--- config.mk ---
export PLATFORM = sky130hd
export DESIGN_NAME = ascending_value_sorter_unit
export DESIGN_NICKNAME = d
export VERILOG_FILES = /design/src/design/asv_pkg.sv /design/src/design/asv_cell.sv /design/src/design/ascending_value_sorter_unit.sv
export SDC_FILE = /design/constraint.sdc
export NUM_CORES = 2
export LEC_CHECK = 0
export BUFFER_PORTS_ARGS = -buffer_cell sky130_fd_sc_hd__buf_2
export CAP_MARGIN = 20
export CORE_MARGIN = 5
export CORE_UTILIZATION = 55
export DETAILED_ROUTE_END_ITERATION = 16
export PLACE_DENSITY = 0.75
export SKIP_CTS_REPAIR_TIMING = 1
export SYNTH_ARGS = -nofsm -noshare
export SYNTH_HDL_FRONTEND = slang
export SYNTH_SLANG_ARGS = --single-unit
--- constraint.sdc ---
create_clock -name clock -period 15.1 [get_ports clock]
set_input_delay 4.53 -clock clock [delete_from_list [all_inputs] [get_ports clock]]
set_output_delay 4.53 -clock clock [all_outputs]
set_load 0.01 [all_outputs]
--- src/design/asv_pkg.sv ---
// Shared constants and types for the ascending value sorter.
package asv_pkg;

   // Number of sorting cells, which is the list capacity.
   localparam int MAX_COUNT = 32;
   localparam int VALUE_W   = 32;
   // Wide enough to hold MAX_COUNT itself.
   localparam int CNT_W     = $clog2(MAX_COUNT + 1);

   // A value with its presence bit, as it moves between neighboring cells.
   typedef struct packed {
      logic                      valid;
      logic signed [VALUE_W-1:0] value;
   } link_type;

endpackage

--- src/design/asv_cell.sv ---
// One cell of the sorting chain: keeps the smaller value and passes the larger one on.
module asv_cell
   import asv_pkg::*;
(
   input  logic     clock,
   input  logic     reset,
   input  logic     shift,
   input  link_type ins_link,
   input  link_type right_link,
   output link_type pass_link,
   output link_type hold_link
);

   logic                      full_ff, full_in;
   logic signed [VALUE_W-1:0] val_ff, val_in;
   logic                      pass_valid_ff, pass_valid_in;
   logic signed [VALUE_W-1:0] pass_val_ff, pass_val_in;

   // Insertion step while loading, left shift while draining.
   always_comb begin
      full_in       = full_ff;
      val_in        = val_ff;
      pass_valid_in = 1'b0;
      pass_val_in   = ins_link.value;
      if (shift) begin
         full_in = right_link.valid;
         val_in  = right_link.value;
      end else if (ins_link.valid) begin
         if (!full_ff) begin
            full_in = 1'b1;
            val_in  = ins_link.value;
         end else if (ins_link.value < val_ff) begin
            val_in        = ins_link.value;
            pass_valid_in = 1'b1;
            pass_val_in   = val_ff;
         end else begin
            pass_valid_in = 1'b1;
            pass_val_in   = ins_link.value;
         end
      end
   end

   // Presence bits are control state; the values are payload.
   always_ff @(posedge clock) begin
      if (reset) begin
         full_ff       <= 1'b0;
         pass_valid_ff <= 1'b0;
      end else begin
         full_ff       <= full_in;
         pass_valid_ff <= pass_valid_in;
      end
      val_ff      <= val_in;
      pass_val_ff <= pass_val_in;
   end

   assign pass_link.valid = pass_valid_ff;
   assign pass_link.value = pass_val_ff;
   assign hold_link.valid = full_ff;
   assign hold_link.value = val_ff;

endmodule

--- src/design/ascending_value_sorter_unit.sv ---
// Top level of the ascending value sorter: cell chain, load/drain control and result register.

// Sorts a list of signed 32-bit values into ascending order with a chain of MAX_COUNT
// compare-and-keep cells. While a list loads, one value is taken every cycle; each new value
// ripples down the chain one cell per cycle, every cell keeping the smaller value. Values past
// the capacity are dropped and flagged with rsp_overflowed on every result of that list. After
// the transfer marked final, the input is stalled through a settling phase while the last
// values reach their cells, then the chain shifts left and delivers one result per cycle
// while the result side does not stall, smallest first, with rsp_end_of_list on the largest.
// The next list loads as soon as the last result has entered the output register.
module ascending_value_sorter_unit
   import asv_pkg::*;
(
   input  logic                      clock,
   input  logic                      reset,
   input  logic                      req_valid,
   output logic                      req_stall,
   input  logic signed [VALUE_W-1:0] req_value,
   input  logic                      req_is_final,
   output logic                      rsp_valid,
   input  logic                      rsp_stall,
   output logic signed [VALUE_W-1:0] rsp_sorted_value,
   output logic                      rsp_end_of_list,
   output logic                      rsp_overflowed
);

   localparam logic [1:0] ST_LOAD   = 2'd0;
   localparam logic [1:0] ST_SETTLE = 2'd1;
   localparam logic [1:0] ST_DRAIN  = 2'd2;

   logic [1:0]       state_ff, state_in;
   logic [CNT_W-1:0] count_ff, count_in;
   logic [CNT_W-1:0] settle_ff, settle_in;
   logic             overflow_ff, overflow_in;

   logic                      rsp_valid_ff, rsp_valid_in;
   logic signed [VALUE_W-1:0] rsp_value_ff, rsp_value_in;
   logic                      rsp_end_ff, rsp_end_in;
   logic                      rsp_ovf_ff, rsp_ovf_in;

   logic     req_take;
   logic     store_full;
   logic     out_free;
   logic     shift;
   link_type inject_link;
   link_type pass_link [MAX_COUNT];
   link_type hold_link [MAX_COUNT];

   assign req_stall  = (state_ff != ST_LOAD);
   assign req_take   = req_valid && !req_stall;
   assign store_full = (count_ff == CNT_W'(MAX_COUNT));
   assign out_free   = !rsp_valid_ff || !rsp_stall;

   assign inject_link.valid = req_take && !store_full;
   assign inject_link.value = req_value;

   // Cell chain: insertion waves move right, the drain shift moves left.
   for (genvar i = 0; i < MAX_COUNT; i++) begin : g_cell
      link_type ins_link;
      link_type right_link;
      if (i == 0) begin : g_first
         assign ins_link = inject_link;
      end else begin : g_inner
         assign ins_link = pass_link[i-1];
      end
      if (i == MAX_COUNT - 1) begin : g_last
         assign right_link = '0;
      end else begin : g_mid
         assign right_link = hold_link[i+1];
      end
      asv_cell u_cell (
         .clock      (clock),
         .reset      (reset),
         .shift      (shift),
         .ins_link   (ins_link),
         .right_link (right_link),
         .pass_link  (pass_link[i]),
         .hold_link  (hold_link[i])
      );
   end

   // Load, settle and drain sequencing with the result register.
   always_comb begin
      state_in     = state_ff;
      count_in     = count_ff;
      settle_in    = settle_ff;
      overflow_in  = overflow_ff;
      shift        = 1'b0;
      rsp_valid_in = rsp_valid_ff && rsp_stall;
      rsp_value_in = rsp_value_ff;
      rsp_end_in   = rsp_end_ff;
      rsp_ovf_in   = rsp_ovf_ff;
      case (state_ff)
         ST_LOAD: begin
            if (req_take) begin
               if (store_full) begin
                  overflow_in = 1'b1;
               end else begin
                  count_in = count_ff + CNT_W'(1);
               end
               if (req_is_final) begin
                  state_in  = ST_SETTLE;
                  settle_in = CNT_W'(MAX_COUNT);
               end
            end
         end
         ST_SETTLE: begin
            settle_in = settle_ff - CNT_W'(1);
            if (settle_ff == CNT_W'(1)) begin
               state_in = ST_DRAIN;
            end
         end
         ST_DRAIN: begin
            if (out_free) begin
               shift        = 1'b1;
               rsp_valid_in = 1'b1;
               rsp_value_in = hold_link[0].value;
               rsp_end_in   = (count_ff == CNT_W'(1));
               rsp_ovf_in   = overflow_ff;
               count_in     = count_ff - CNT_W'(1);
               if (count_ff == CNT_W'(1)) begin
                  state_in    = ST_LOAD;
                  overflow_in = 1'b0;
               end
            end
         end
         default: begin
            state_in = ST_LOAD;
         end
      endcase
   end

   always_ff @(posedge clock) begin
      if (reset) begin
         state_ff     <= ST_LOAD;
         count_ff     <= '0;
         settle_ff    <= '0;
         overflow_ff  <= 1'b0;
         rsp_valid_ff <= 1'b0;
      end else begin
         state_ff     <= state_in;
         count_ff     <= count_in;
         settle_ff    <= settle_in;
         overflow_ff  <= overflow_in;
         rsp_valid_ff <= rsp_valid_in;
      end
      rsp_value_ff <= rsp_value_in;
      rsp_end_ff   <= rsp_end_in;
      rsp_ovf_ff   <= rsp_ovf_in;
   end

   assign rsp_valid        = rsp_valid_ff;
   assign rsp_sorted_value = rsp_value_ff;
   assign rsp_end_of_list  = rsp_end_ff;
   assign rsp_overflowed   = rsp_ovf_ff;

`ifndef SYNTHESIS
   // A value never falls off the far end of the chain.
   a_no_spill: assert property (@(posedge clock) disable iff (reset)
      !pass_link[MAX_COUNT-1].valid)
      else $error("value passed beyond the last cell");

   // The kept-value count never exceeds the capacity.
   a_count_range: assert property (@(posedge clock) disable iff (reset)
      count_ff <= CNT_W'(MAX_COUNT))
      else $error("element count above capacity");

   // Every drain shift reads an occupied head cell.
   a_head_full: assert property (@(posedge clock) disable iff (reset)
      shift |-> hold_link[0].valid)
      else $error("drain read an empty head cell");

   // The chain is settled when draining starts: the first cell passes no insertion wave on.
   a_settled: assert property (@(posedge clock) disable iff (reset)
      (state_ff == ST_DRAIN) |-> !pass_link[0].valid)
      else $error("insertion wave still moving during drain");
`endif

endmodule
==> impl_results.md <==
- Routability cong.: 0.9198
- Drt wl/cell: 20.44 um
- Combinational share of power: 11.7%
- Setup TNS: 0 ns
- Post-Synth Simple-Gate Area: 9.929%
- Vias: 74100
- Worst Setup End Kind: flop
- Crit Path Class: in2reg
- Post-synthesis adder-cell area fraction: 11.83%
- 1st-iter DRT viols: 6035
- Initial Util: 55.39%
- Vias/cell: 5.836
- Switching Fraction: 25.46%
- Synthesis-to-finish area growth: 9.645%
- Max Clk Rate: 123.2 MHz
- Cell taking the most area after synthesis: edfxtp_1
- Int Power: 10540 uW
- CP endpoint: g_cell[23].u_cell.val_ff[10]
- Unrepaired setup endpoints after global routing: false
- Sequential Power Share: 49.5%
- P_sw: 3601 uW
- Reg2Reg Setup Slack: 10.23 ns
- Syn_area_per_cell: 10.49 um^2
- Reg2reg start: state_ff[1]
- Post-synth EDFFs: 1026
- Core ar.: 0.1904 mm^2
- PortBufs: 72
- Hold Path Class: reg2reg
- Sink Count: 2129
- Syn_nets: 11090
- CP Launch Type: input pin
- Final-layout fill cell count: 15210
- Status: complete, no violations
- Setup violations, final: 0
- Period minus WS final: 8.116 ns
- Largest family of logic cells by synthesized area: compound AO/OA/AOI/OAI gates
- DIE AREA: 0.2006 mm^2
- Post-route ant nets: 0
- Synth top area cells: edfxtp_1 (29%), dfxtp_1 (21%), ha_1 (12%)
- Worst Clk Skew: 0.03790 ns
- Initial antenna violation count: 5
- Hold Vio Cnt, Final: 0
- Top cell type's share of synthesized area: 29.22%
- Inst Count DP: 12280
- Static leakage: 0.05110 uW
- Clock Power Share: 38.9%
- Crit path required time: 15.65 ns
- Cells on worst reg2reg path: 8
- Vias in the first global route: 75540
- Tot GR Track Use: 25.37%
- HPWL Detailed: 186200 um
- Reg area: 0.05289 mm^2
- Multiplexer share of the synthesized area: 10.22%
- Ys async rst share: 0%
- Synth Area in Compound Gates: 12.17%
- Worst-Margin Slew: 1.129 ns
- Share of cells above drive strength 1: 14.42%
- Max Cap Violations: 0
- Fin nets: 11020
- Routed WL: 259500 um
- Residual DRC count: 0
- Htree depth: 4
- Clock root buffer: clkbuf_16
- CTS Buffer Depth: 3
- Post-Synthesis Cells: 10050
- I/O pins: 73
- Skew-Pair Late Insertion Delay: 0.86 ns
- Die Wd: 447.9 um
- CTS tree: done
- Worst slew margin: 24.76%
- Non-filler cells, final: 12700
- Commonest non-fill, non-tap cell in the layout: nand2_1
- Most frequent cells in the layout: nand2_1 (1325), o21ai_0 (1138), dfxtp_1 (1103)
- Main synth FF type: dfxtp_1
- Worst setup path start: rsp_stall
- Number of CTS-inserted buffers: 213
- Hold slack: 0.4315 ns
- Worst EP arrival: 8.67 ns
- Largest net degree at the start of global routing: 268
- Area taken by multi-input logic gates: 0.04703 mm^2
- IR drop worst, VDD: 0.0001221 V
- Die height: 447.9 um
- Final Cycle Share: 53.75%
- Worst-path clk slew: 0.06 ns
- Pwr dens: 122.3 mW/mm^2
- Register bit total from synthesis: 2129
- Crit-path max FO: 267
- First-pass GRT wire length: 411100 um
- Reg-to-reg endpoint: g_cell[23].u_cell.val_ff[10]
- Fin. max-slew vios: 0
- Sequential share of the synthesized area: 50.16%
- Synthesized area: 0.1054 mm^2
- Distinct cells, synth: 75
- # rows: 160
- GR Overflow Total: 0
- Yosys warns: 0
- Xor/xnor share of the synthesized area: 0.1080%
- DR pass1 iterations: 5
-- critical path: stages --
cell	delay (ns)
buf_2	0.08
nand2_1	0.12
nand2_4	0.39
buf_4	0.70
buf_4	0.81
buf_12	0.64
buf_4	0.77
o21ai_0	0.21
-- synthesized netlist by cell type (all sizes together), types with 13 or more instances --
master and n:
a311oi 63, edfxtp 1026, a211o 17, ha 997, a31oi 13, mux2 922
nand4 178, nor3 159, nand2 1326, nor2 219, nand2b 45, o21a 19
a211oi 63, nand3 125, or3 57, buf 156, o21ai 1146, o31ai 33
o221ai 35, a41oi 18, inv 1055, a21o 288, nor3b 41, and3 84
dfxtp 1103, nor2b 25, clkbuf 276, nor4 22, a21oi 338, o211ai 42
-- flip-flops by register name (all words and copies together), names as in the netlist --
| name | count |
|---|---|
| overflow_ff | 1 |
| rsp_end_of_list | 1 |
| g_cell.u_cell.full_ff | 32 |
| rsp_sorted_value | 32 |
| g_cell.u_cell.pass_valid_ff | 31 |
| rsp_overflowed | 1 |
| g_cell.u_cell.val_ff | 1024 |
| settle_ff | 6 |
| state_ff | 2 |
| rsp_valid | 1 |
| g_cell.u_cell.pass_val_ff | 992 |
| count_ff | 6 |
-- power by group through the flow --
stage | Combinational (uW) | Sequential, uW | Clock (uW)
after floorplan | 1260 | 6880 | 0
after detailed placement | 1610 | 7090 | 0
after CTS | 1640 | 6990 | 5570
final | 1650 | 7000 | 5500
after global routing | 1890 | 7030 | 5830
after global placement | 1500 | 7090 | 0
-- layer usage --
| layer | vias up | share of wire, % | global-route usage (%) |
|---|---|---|---|
| met3 | 563 | 5.6 | 4.305 |
| met5 | - | 0.010 | 0 |
| met2 | 2030 | 49 | 43.93 |
| li1 | 35660 | - | - |
| met4 | 4 | 3.3 | 8.640 |
| met1 | 35840 | 42 | 32.21 |
-- stage by stage --
stage | area, um^2 | setup WS, ns | power [uW] | utilization, %
after detailed placement | 108100 | 6.295 | 8703 | 56.78
after CTS | 115400 | 7.168 | 14190 | 60.63
final | 115600 | 6.984 | 14150 | 60.73
after floorplan | 105400 | 6.452 | 8135 | -
after global routing | 115600 | 6.671 | 14750 | 60.72
after global placement | 108000 | 6.336 | 8596 | 56.70
-- kinds of logic after synthesis --
family | Yosys count
simple gates | 2328
compound gates | 2166
flops | 2129
buf+inv | 1487
fa+ha+maj | 997
mux | 931
xor+xnor | 13
-- cell type report --
class                      count  area share (%)
multi-input combinational   6435           40.68
timing repair buffer         155           1.074
sequential                  2129           45.75
inverter                    1055           3.432
tap                         2511           2.717
clock buffer                 312           5.334
antenna                        6         0.01299
clock inverter                94           1.004
-- how the worst min path moves through the flow --
stage | startpoint | cells past startpoint | endpoint | slack [ns]
after detailed placement | overflow_ff | 0 | rsp_overflowed | 0.42
after global routing | overflow_ff | 0 | rsp_overflowed | 0.44
after CTS | overflow_ff | 0 | rsp_overflowed | 0.43
after floorplan | overflow_ff | 0 | rsp_overflowed | 0.41
after global placement | overflow_ff | 0 | rsp_overflowed | 0.42
final | overflow_ff | 0 | rsp_overflowed | 0.43
No activity file was read; power rests on OpenSTA's default activity.
